--- config.mk ---
export PLATFORM = sky130hd
export DESIGN_NAME = fgk_cfg
export DESIGN_NICKNAME = d
export VERILOG_FILES = /design/src/rtl/core/fgk_pkg.sv /design/src/rtl/core/fgk_cfg.sv
export SDC_FILE = /design/constraint.sdc
export NUM_CORES = 1
export LEC_CHECK = 0
export ABC_AREA = 1
export BUFFER_PORTS_ARGS = -buffer_cell sky130_fd_sc_hd__buf_2
export CORE_MARGIN = 5
export CORE_UTILIZATION = 51
export CTS_BUF_LIST = sky130_fd_sc_hd__clkbuf_8 sky130_fd_sc_hd__clkbuf_16
export CTS_CLUSTER_SIZE = 20
export DETAILED_ROUTE_END_ITERATION = 16
export PLACE_DENSITY = 0.85
export SETUP_SLACK_MARGIN = 0.3
export SYNTH_ARGS = -nofsm -noshare
export SYNTH_HDL_FRONTEND = slang
export SYNTH_SLANG_ARGS = --single-unit
--- constraint.sdc ---
create_clock -name clk -period 0.9 [get_ports clk]
set_input_delay 0.045 -clock clk [delete_from_list [all_inputs] [get_ports clk]]
set_output_delay 0.045 -clock clk [all_outputs]
set_load 0.05 [all_outputs]
--- src/rtl/core/fgk_pkg.sv ---
`timescale 1ns / 1ps
`default_nettype none

package fgk_pkg;

    // Joint count and the width of the joint index.
    localparam int JOINTS   = 8;
    localparam int JOINT_W  = 3;

    localparam int COEF_W   = 18;
    localparam int STATE_W  = 32;

    // Configuration port.
    localparam int PADDR_W  = 5;
    localparam int PDATA_W  = 32;
    localparam int REG_IDX_W = 3;
    localparam int REG_COUNT = 6;

    localparam logic [REG_IDX_W-1:0] REG_A_POS_POS = 3'd0;
    localparam logic [REG_IDX_W-1:0] REG_A_POS_VEL = 3'd1;
    localparam logic [REG_IDX_W-1:0] REG_A_VEL_POS = 3'd2;
    localparam logic [REG_IDX_W-1:0] REG_A_VEL_VEL = 3'd3;
    localparam logic [REG_IDX_W-1:0] REG_GAIN_POS  = 3'd4;
    localparam logic [REG_IDX_W-1:0] REG_GAIN_VEL  = 3'd5;

    // Item kinds.
    localparam logic OP_UPDATE = 1'b0;
    localparam logic OP_PRESET = 1'b1;

    // Reset values of the coefficients, Q3.14.
    localparam logic signed [COEF_W-1:0] COEF_ONE  = 18'sd16384;
    localparam logic signed [COEF_W-1:0] COEF_ZERO = 18'sd0;

    typedef logic signed [COEF_W-1:0]  coef_t;
    typedef logic signed [STATE_W-1:0] state_t;
    typedef logic [JOINT_W-1:0]        joint_t;

    typedef struct packed {
        coef_t a_pos_pos;
        coef_t a_pos_vel;
        coef_t a_vel_pos;
        coef_t a_vel_vel;
        coef_t gain_pos;
        coef_t gain_vel;
    } coef_set_t;

endpackage

`default_nettype wire

--- src/rtl/core/fgk_cfg.sv ---
`timescale 1ns / 1ps
`default_nettype none

module fgk_cfg
    import fgk_pkg::*;
(
    input  wire logic                 clk,
    input  wire logic                 rst_n,
    input  wire logic                 psel,
    input  wire logic                 penable,
    input  wire logic                 pwrite,
    input  wire logic [PADDR_W-1:0]   paddr,
    input  wire logic [PDATA_W-1:0]   pwdata,
    output logic      [PDATA_W-1:0]   prdata,
    output logic                      pready,
    output coef_set_t                 coefs
);

    coef_set_t              coefs_reg;
    logic [REG_IDX_W-1:0]   reg_idx;
    logic                   wr_en;
    coef_t                  wr_val;
    coef_t                  rd_val;

    assign pready  = 1'b1;
    assign reg_idx = paddr[PADDR_W-1:2];
    assign wr_en   = psel && penable && pwrite && pready;
    assign wr_val  = coef_t'(pwdata[COEF_W-1:0]);

    always_ff @(posedge clk or negedge rst_n)
    begin
        if (!rst_n)
        begin
            coefs_reg.a_pos_pos <= COEF_ONE;
            coefs_reg.a_pos_vel <= COEF_ZERO;
            coefs_reg.a_vel_pos <= COEF_ZERO;
            coefs_reg.a_vel_vel <= COEF_ONE;
            coefs_reg.gain_pos  <= COEF_ZERO;
            coefs_reg.gain_vel  <= COEF_ZERO;
        end
        else if (wr_en)
        begin
            // Addresses past the last register are dropped.
            unique case (reg_idx)
                REG_A_POS_POS: coefs_reg.a_pos_pos <= wr_val;
                REG_A_POS_VEL: coefs_reg.a_pos_vel <= wr_val;
                REG_A_VEL_POS: coefs_reg.a_vel_pos <= wr_val;
                REG_A_VEL_VEL: coefs_reg.a_vel_vel <= wr_val;
                REG_GAIN_POS:  coefs_reg.gain_pos  <= wr_val;
                REG_GAIN_VEL:  coefs_reg.gain_vel  <= wr_val;
                default: ;
            endcase
        end
    end

    always_comb
    begin
        unique case (reg_idx)
            REG_A_POS_POS: rd_val = coefs_reg.a_pos_pos;
            REG_A_POS_VEL: rd_val = coefs_reg.a_pos_vel;
            REG_A_VEL_POS: rd_val = coefs_reg.a_vel_pos;
            REG_A_VEL_VEL: rd_val = coefs_reg.a_vel_vel;
            REG_GAIN_POS:  rd_val = coefs_reg.gain_pos;
            REG_GAIN_VEL:  rd_val = coefs_reg.gain_vel;
            default:       rd_val = COEF_ZERO;
        endcase
    end

    assign prdata = {{(PDATA_W-COEF_W){1'b0}}, rd_val};
    assign coefs  = coefs_reg;

endmodule

`default_nettype wire

==> results.py, run 1 <==
metrics = {
    "synth": {
        "syn-cell-area_um2": 5450,
        "yosysSeqAreaShare_pct": 49.7,
        "synth.distinct_cells": 25,
        "synth_edf_count": 0,
        "yosysWarnings": 0,
        "yosysMostFrequentCell": "nand2_1",
        "synthArstFlopShare_pct": 100,
        "synth_cells": 694,
        "syn_area_per_cell_um2": 7.85,
        "netlist.area_leader.share_pct": 48.7,
        "synthTopCellsByCount": "nand2_1, dfrtp_1, o21ai_0",
        "yosysTopAreaCell": "dfrtp_1",
        "synth_seq_cells": 108,
        "synthFlopType": "dfrtp_1",
        "synth.area.top_cells": "dfrtp_1, nand2_1, o21ai_0",
    },
    "cts": {
        "cts_buffers": 9,
        "ctsHoldBuffers": 1,
        "cts_setup_buffers": 28,
        "post_cts_resized": 539,
        "cts_sinks": 108,
        "clock_tree.root_cell": "clkbuf_8",
        "htreeDepth": 3,
        "clock_path_buffers": 2,
    },
    "placed_design": {
        "io_buffers": 151,
        "dpl.cell_count": 1096,
        "place.detailed.hpwl_um": 15000,
        "gp_congestion": 0.914,
        "pre_cts_slack_ps": -369,
    },
    "die": {
        "fp.dieW_um": 113,
        "die_h_um": 113,
        "initial_utilization_pct": 52.5,
        "io_pins": 183,
        "num_rows": 37,
    },
    "outcome": {
        "error": "[ERROR DPL-0038] Utilization greater than 100%, impossible to legalize",
        "status": "stopped before the end",
        "stop_stage": "4_1_cts",
    },
}
[kinds of logic after synthesis]
| logic type | count (synthesis) | synth area share, % |
|---|---|---|
| buffers and inverters | 101 | 9.19 |
| other | 2 | 0.138 |
| and+or+nand+nor | 365 | 30.2 |
| AOI/OAI and AO/OA | 118 | 10.8 |
| DFF | 108 | 49.7 |
[per-stage QoR]
stage	hold slack, ps	instance area [µm²]
after floorplan	-251	6030
after global placement	-84.5	8010
after detailed placement	-86.0	8010
==> inputs of run 2 (changes only) <==
==> config.mk (replaced) <==
export PLATFORM = sky130hd
export DESIGN_NAME = fgk_cfg
export DESIGN_NICKNAME = d
export VERILOG_FILES = /design/src/rtl/core/fgk_pkg.sv /design/src/rtl/core/fgk_cfg.sv
export SDC_FILE = /design/constraint.sdc
export NUM_CORES = 1
export LEC_CHECK = 0
export ABC_AREA = 1
export BUFFER_PORTS_ARGS = -buffer_cell sky130_fd_sc_hd__buf_2
export CORE_MARGIN = 5
export CORE_UTILIZATION = 40
export DETAILED_ROUTE_END_ITERATION = 16
export PLACE_DENSITY_LB_ADDON = 0.15
export SYNTH_ARGS = -nofsm -noshare
export SYNTH_HDL_FRONTEND = slang
export SYNTH_SLANG_ARGS = --single-unit
==> run 2 against run 1 <==
The flow now finishes, with violations (negative setup slack). Area after synthesis did not move. Synthesized cell count unchanged.
==> results.py, run 2 <==
metrics = {
    "outcome": {
        "status": "finished with violations",
        "failed_checks": "negative setup slack",
    },
    "layout": {
        "largest_reg_flops": 108,
        "final_cells": 1186,
        "drive_gt1_share_pct": 58.8,
        "syn2layout_area_growth_pct": 92.7,
        "layout.nets": 1047,
        "final_cell_mix": "nand2_1, buf_6, buf_8",
        "seq_area_um2": 2840,
        "fillerInstances": 769,
        "multi_input_area_um2": 2770,
        "n_antenna_cell": 0,
        "final_common_cell": "nand2_1",
    },
    "worst_setup_path": {
        "r2r_end": "coefs[104]$_DFFE_PN1P_",
        "crit_buf_inv": 1,
        "cpLargestDelayFamily": "flip-flops",
        "rrSetupSlack_ps": -30,
        "critical_path_arrival_ps": 1510,
        "critPathMaxStageDelay_ps": 550,
        "r2r_cells": 4,
        "critPathKind": "reg -> out",
        "path_cells": "nand4_1, nand2_1, nor2_2, nand2_2, buf_8",
        "required_ps": 850,
        "critPathMaxFanout": 2,
        "crit_path_end_kind": "output pin",
        "crit_path_start_kind": "flip-flop",
        "r2r-start": "coefs[104]$_DFFE_PN1P_",
        "slowest_stage": "dfstp_2",
    },
    "cts": {
        "clk_pin_slew_ps": 70,
        "cts_sinks": 108,
        "clock_path_buffers": 2,
        "cts_tree": "yes",
        "insertion_delay_ps": 350,
        "cts_buffers": 9,
        "htreeDepth": 3,
        "clock_tree.root_cell": "clkbuf_16",
    },
    "global_routing": {
        "grt_most_used_layer": "met2",
        "met3_usage_pct": 5.59,
        "grt_pass1_wl_um": 34700,
        "first_global_vias": 6392,
        "grt_max_degree": 39,
        "grt_use_met2_pct": 43.3,
        "grt-ovfl-total": 0,
        "grt_usage_pct": 26.9,
        "antenna_found_initial": 0,
        "met1_usage_pct": 37.0,
    },
    "detailed_routing": {
        "first_pass_iters": 7,
        "post-route-drc-count": 0,
        "wl_um": 23300,
        "drtIter0Drc": 774,
        "ant_nets": 0,
        "vias": 6423,
        "wire_per_inst_um": 19.6,
        "viasPerCell": 5.42,
    },
    "placed_design": {
        "dpl.cell_count": 1130,
        "gp_congestion": 0.910,
        "place.detailed.hpwl_um": 14900,
        "io_buffers": 151,
    },
    "synth": {
        "synthTopCellsByCount": "nand2_1, dfrtp_1, o21ai_0",
        "yosysTopAreaCell": "dfrtp_1",
        "yosysSeqAreaShare_pct": 49.7,
        "synth_seq_cells": 108,
        "yosysWarnings": 0,
        "synth.area.top_cells": "dfrtp_1, nand2_1, o21ai_0",
        "synthArstFlopShare_pct": 100,
        "netlist.area_leader.share_pct": 48.7,
        "syn-cell-area_um2": 5450,
        "synth.distinct_cells": 25,
        "synth_cells": 694,
        "synth_edf_count": 0,
        "syn_area_per_cell_um2": 7.85,
        "yosysMostFrequentCell": "nand2_1",
        "synthFlopType": "dfrtp_1",
    },
    "hold_path": {
        "hp-start": "pwdata[7]",
        "worstHoldPathCells": 3,
        "holdPathEnd": "coefs[43]$_DFFE_PN0P_",
        "min_path_type": "in -> reg",
    },
    "pwr": {
        "p_sw_mw": 9.61,
        "p_per_area_nw_per_um2": 2200,
        "power.share.switching_pct": 41.7,
        "power_frac_seq_pct": 29.7,
        "power_frac_comb_pct": 54.5,
        "p_int_mw": 13.5,
        "p_clk_share_pct": 15.8,
        "power_mw": 23.1,
        "p_leak_nw": 5.06,
        "max-vdd-ir-drop_uv": 1270,
    },
    "sta": {
        "fmaxAchievable_mhz": 642,
        "fin_crit_sh_pct": 173,
        "slew_viol_final": 0,
        "min_period_ps": 1560,
        "setup_viol_count_final": 139,
        "rsz0062_at_grt": "yes",
        "setup_ws_ps": -657,
        "finalHoldViolCount": 0,
        "finClkSkew_ps": 0,
    },
    "die": {
        "die_h_um": 127,
        "core_um2": 13300,
        "fp.dieW_um": 127,
        "num_rows": 42,
        "die_area_um2": 16100,
        "initial_utilization_pct": 41.0,
        "io_pins": 183,
    },
    "flow_run": {
        "cap_violations": 0,
    },
}
[run 2: cell counts after synthesis]
Identical to the previous run, type by type.
[run 2: logic make-up after synthesis]
group / Yosys count / synth area share [%]
flip-flops: 108 / 49.7
AND/OR/NAND/NOR: 365 / 30.2
other: 2 / 0.138
buffers and inverters: 101 / 9.19
AO/OA/AOI/OAI: 118 / 10.8
[run 2: power groups by stage]
stage	combinational, mW	clock [mW]	sequential (mW)
after floorplan	2.01	0	9.99
after global placement	8.59	0	6.66
after detailed placement	8.70	0	6.68
after CTS	11.8	3.61	6.77
after global routing	13.1	3.83	6.91
final	12.6	3.64	6.85
[run 2: metal layers]
metal | share of wire (%) | routed length [µm] | vias to the layer above
met3 | 8.8 | 2040 | 62
met5 | 0 | 0 | -
met4 | 3.0 | 703 | 0
li1 | - | - | 2876
met2 | 48 | 11100 | 340
met1 | 41 | 9460 | 3145
[run 2: what timing repair did]
action / 4_1_cts / 5_1_grt
setup endpoints to repair: 127 / 175
pin swaps: 22 / 35
hold buffers: 13 / 0
hold endpoints to repair: 133 / 0
buffers inserted: 18 / 52
resized for setup: 477 / 156
gates cloned: 0 / 3
[run 2: layout make-up]
type / count / share of cell area, %
timing repair buffer: 346 / 40.5
sequential: 108 / 27.0
multi-input combinational: 498 / 26.4
clock buffer: 16 / 2.40
tap: 176 / 2.10
inverter: 42 / 1.60
[run 2: worst max path at each step]
stage                                      from                     to  slack [ps]  cells after the start
after floorplan           coefs[50]$_DFFE_PN1P_             prdata[14]        -250                      4
after global placement                 paddr[4]              prdata[5]        -300                      8
after detailed placement               paddr[3]  coefs[29]$_DFFE_PN0P_        -360                      7
after CTS                 coefs[50]$_DFFE_PN1P_             prdata[14]        -470                      5
after global routing      coefs[50]$_DFFE_PN1P_             prdata[14]        -700                      5
final                     coefs[50]$_DFFE_PN1P_             prdata[14]        -660                      5
[run 2: stage by stage]
step / TNS, ps / util (%) / worst slack [ps] / cell area, µm² / hold slack [ps]
after global routing: -31900 / 78.9 / -699 / 10500 / 11.0
after detailed placement: -33150 / 59.5 / -359 / 7920 / -106
after CTS: -25870 / 74.9 / -467 / 9950 / 2.53
after global placement: -30420 / 59.5 / -301 / 7920 / -108
after floorplan: -1900 / - / -254 / 5890 / -251
final: -28580 / 78.9 / -657 / 10500 / 4.55
[run 2: tightest hold or removal path: stages]
cell,delay [ps]
buf_2,160
nand2_2,80
o21ai_2,40
No activity file was read; power rests on OpenSTA's default activity.
==> inputs of run 3 (changes only) <==
--- a/config.mk
+++ b/config.mk
@@ -5,12 +5,13 @@
 export SDC_FILE = /design/constraint.sdc
 export NUM_CORES = 1
 export LEC_CHECK = 0
-export ABC_AREA = 1
 export BUFFER_PORTS_ARGS = -buffer_cell sky130_fd_sc_hd__buf_2
 export CORE_MARGIN = 5
 export CORE_UTILIZATION = 40
+export CTS_CLUSTER_DIAMETER = 120
 export DETAILED_ROUTE_END_ITERATION = 16
 export PLACE_DENSITY_LB_ADDON = 0.15
+export SKIP_CTS_REPAIR_TIMING = 1
 export SYNTH_ARGS = -nofsm -noshare
 export SYNTH_HDL_FRONTEND = slang
 export SYNTH_SLANG_ARGS = --single-unit
==> run 3 against run 2 <==
The run still ends with negative setup slack left. Sequential share of layout area decreased by 0.28 points. Count of clock-buffer cells in the layout decreased by 4. Final cell count decreased by 27%. Setup slack got worse by 99 ps. Register-to-register slack got worse by 110 ps. Flip-flop and latch count unchanged. Area after synthesis decreased by 6.6%. Combinational power increased by 8%. Utilization increased by 3.9 points. Global-route usage decreased by 4.7 points. Die area decreased by 6.1%. Highest routed layer unchanged.
==> results.py, run 3 <==
metrics = {
    "synth": {
        "netlist.area_leader.share_pct": 52.1,
        "yosysTopAreaCell": "dfrtp_1",
        "synth.area.top_cells": "dfrtp_1, mux2_2, mux2i_1",
        "synth_cells": 375,
        "synth.distinct_cells": 29,
        "synth_edf_count": 0,
        "synthTopCellsByCount": "mux2_2, dfrtp_1, mux2i_1",
        "yosysMostFrequentCell": "mux2_2",
        "synth_seq_cells": 108,
        "syn-cell-area_um2": 5090,
        "synthArstFlopShare_pct": 100,
        "syn_area_per_cell_um2": 13.6,
        "yosysSeqAreaShare_pct": 53.2,
        "synthFlopType": "dfrtp_1",
        "yosysWarnings": 0,
    },
    "worst_setup_path": {
        "critPathMaxFanout": 2,
        "crit_path_start_kind": "flip-flop",
        "startpoint": "coefs[90]$_DFFE_PN0P_",
        "r2r_cells": 3,
        "critical_path_arrival_ps": 1610,
        "critPathKind": "reg -> out",
        "required_ps": 850,
        "endpoint": "prdata[0]",
        "rrSetupSlack_ps": -140,
        "crit_path_end_kind": "output pin",
        "r2r_end": "coefs[25]$_DFFE_PN0P_",
        "r2r-start": "coefs[25]$_DFFE_PN0P_",
    },
    "die": {
        "die_h_um": 123,
        "initial_utilization_pct": 40.5,
        "core_um2": 12600,
        "io_pins": 183,
        "num_rows": 41,
        "die_area_um2": 15100,
        "fp.dieW_um": 123,
    },
    "cts": {
        "clock_tree.root_cell": "clkbuf_16",
        "cts_buffers": 9,
        "cts_sinks": 108,
        "clk_pin_slew_ps": 70,
        "htreeDepth": 3,
        "clock_path_buffers": 2,
        "insertion_delay_ps": 360,
        "cts_tree": "yes",
    },
    "detailed_routing": {
        "first_pass_iters": 4,
        "ant_nets": 0,
        "vias": 4544,
        "wire_per_inst_um": 23.4,
        "post-route-drc-count": 0,
        "drtIter0Drc": 242,
        "wl_um": 20300,
        "viasPerCell": 5.26,
    },
    "sta": {
        "min_period_ps": 1660,
        "setup_viol_count_final": 230,
        "finalHoldViolCount": 0,
        "finClkSkew_ps": 0,
        "slew_viol_final": 0,
        "setup_ws_ps": -757,
        "fmaxAchievable_mhz": 604,
        "rsz0062_at_grt": "yes",
        "fin_crit_sh_pct": 184,
        "fin_setup_tns_ps": -42100,
    },
    "outcome": {
        "status": "finished with violations",
        "failed_checks": "negative setup slack",
    },
    "hold_path": {
        "min_path_type": "in -> reg",
        "hp-start": "pwdata[10]",
    },
    "placed_design": {
        "place.detailed.hpwl_um": 12100,
        "pre_cts_slack_ps": -489,
        "io_buffers": 151,
        "gp_congestion": 0.848,
    },
    "global_routing": {
        "grt_pass1_wl_um": 25300,
        "grt_usage_pct": 22.2,
        "first_global_vias": 4390,
        "antenna_found_initial": 1,
        "grt-ovfl-total": 0,
        "grt_max_degree": 58,
    },
    "layout": {
        "final_cell_mix": "buf_6, mux2_4, buf_8",
        "seq_area_um2": 2780,
        "largest_reg_flops": 108,
        "fillerInstances": 584,
        "drive_gt1_share_pct": 83.2,
        "final_common_cell": "buf_6",
        "multi_input_area_um2": 3070,
        "syn2layout_area_growth_pct": 105,
        "layout.nets": 728,
    },
    "flow_run": {
        "cap_violations": 0,
    },
    "pwr": {
        "p_leak_nw": 4.81,
        "p_per_area_nw_per_um2": 2430,
        "max-vdd-ir-drop_uv": 1960,
    },
}
-- run 3: cell count changes in the layout (fill, tap and decap cells not counted), sizes merged, moves of 19 or more --
cell,before,now
nand4,45,1
o21ai,109,3
mux2,0,128
mux2i,0,19
nand3,48,7
nor2,34,8
nand2,238,16
inv,42,1
-- run 3: cells by family after synthesis --
| family | count (synthesis) | share of synthesized area, % |
|---|---|---|
| buffers and inverters | 40 | 4.67 |
| DFF | 108 | 53.2 |
| AOI/OAI and AO/OA | 33 | 4.84 |
| and+or+nand+nor | 45 | 5.11 |
| other | 2 | 0.148 |
| muxes | 147 | 32.1 |
-- run 3: worst max-delay path: stages, from the launching register on --
cell and delay [ps]:
dfrtp_2 420, mux2_2 270, a221oi_2 210, buf_4 150, a31oi_4 30, buf_6 170
-- run 3: how the worst min path moves through the flow --
stage	depth (start not counted)	to	slack, ps
CTS	2	coefs[67]$_DFFE_PN0P_	-300
finish	2	coefs[100]$_DFFE_PN0P_	8
detailed placement	2	coefs[49]$_DFFE_PN0P_	80
global route	2	coefs[46]$_DFFE_PN0P_	10
floorplan	0	coefs[0]$_DFFE_PN0P_	-250
global placement	2	coefs[49]$_DFFE_PN0P_	70
-- run 3: final cells by class --
class,instances,share of cell area (%)
antenna,1,0.0240
tap,172,2.07
inverter,1,0.0361
timing repair buffer,326,38.1
clock inverter,4,1.15
clock buffer,12,2.37
multi-input combinational,240,29.5
sequential,108,26.7
-- run 3: metrics by stage --
stage	hold WS [ps]	cells	cell area (µm²)	power [mW]	utilization (%)
6_report	7.88	864	10400	25.3	82.8
3_5_place_dp	75.3	822	8020	16.4	63.8
3_3_place_gp	73.4	822	8020	16.3	63.8
5_1_grt	10.1	864	10400	26.1	82.8
2_1_floorplan	-251	388	6120	13.1	-
4_1_cts	-299	838	8390	21.4	66.7
-- run 3: power breakdown --
group | total, mW | leakage [nW] | internal, mW | switching [mW]
clock | 4.97 | 0.177 | 3.08 | 1.88
sequential | 6.74 | 1.30 | 5.92 | 0.820
combinational | 13.6 | 3.34 | 6.67 | 6.89
-- run 3: per-layer routing --
| layer | track usage, % | part of all wire, % |
|---|---|---|
| met1 | 31.7 | 40 |
| met2 | 34.8 | 50 |
| met3 | 3.64 | 5.6 |
| met5 | 0 | 0 |
| met4 | 7.00 | 4.1 |
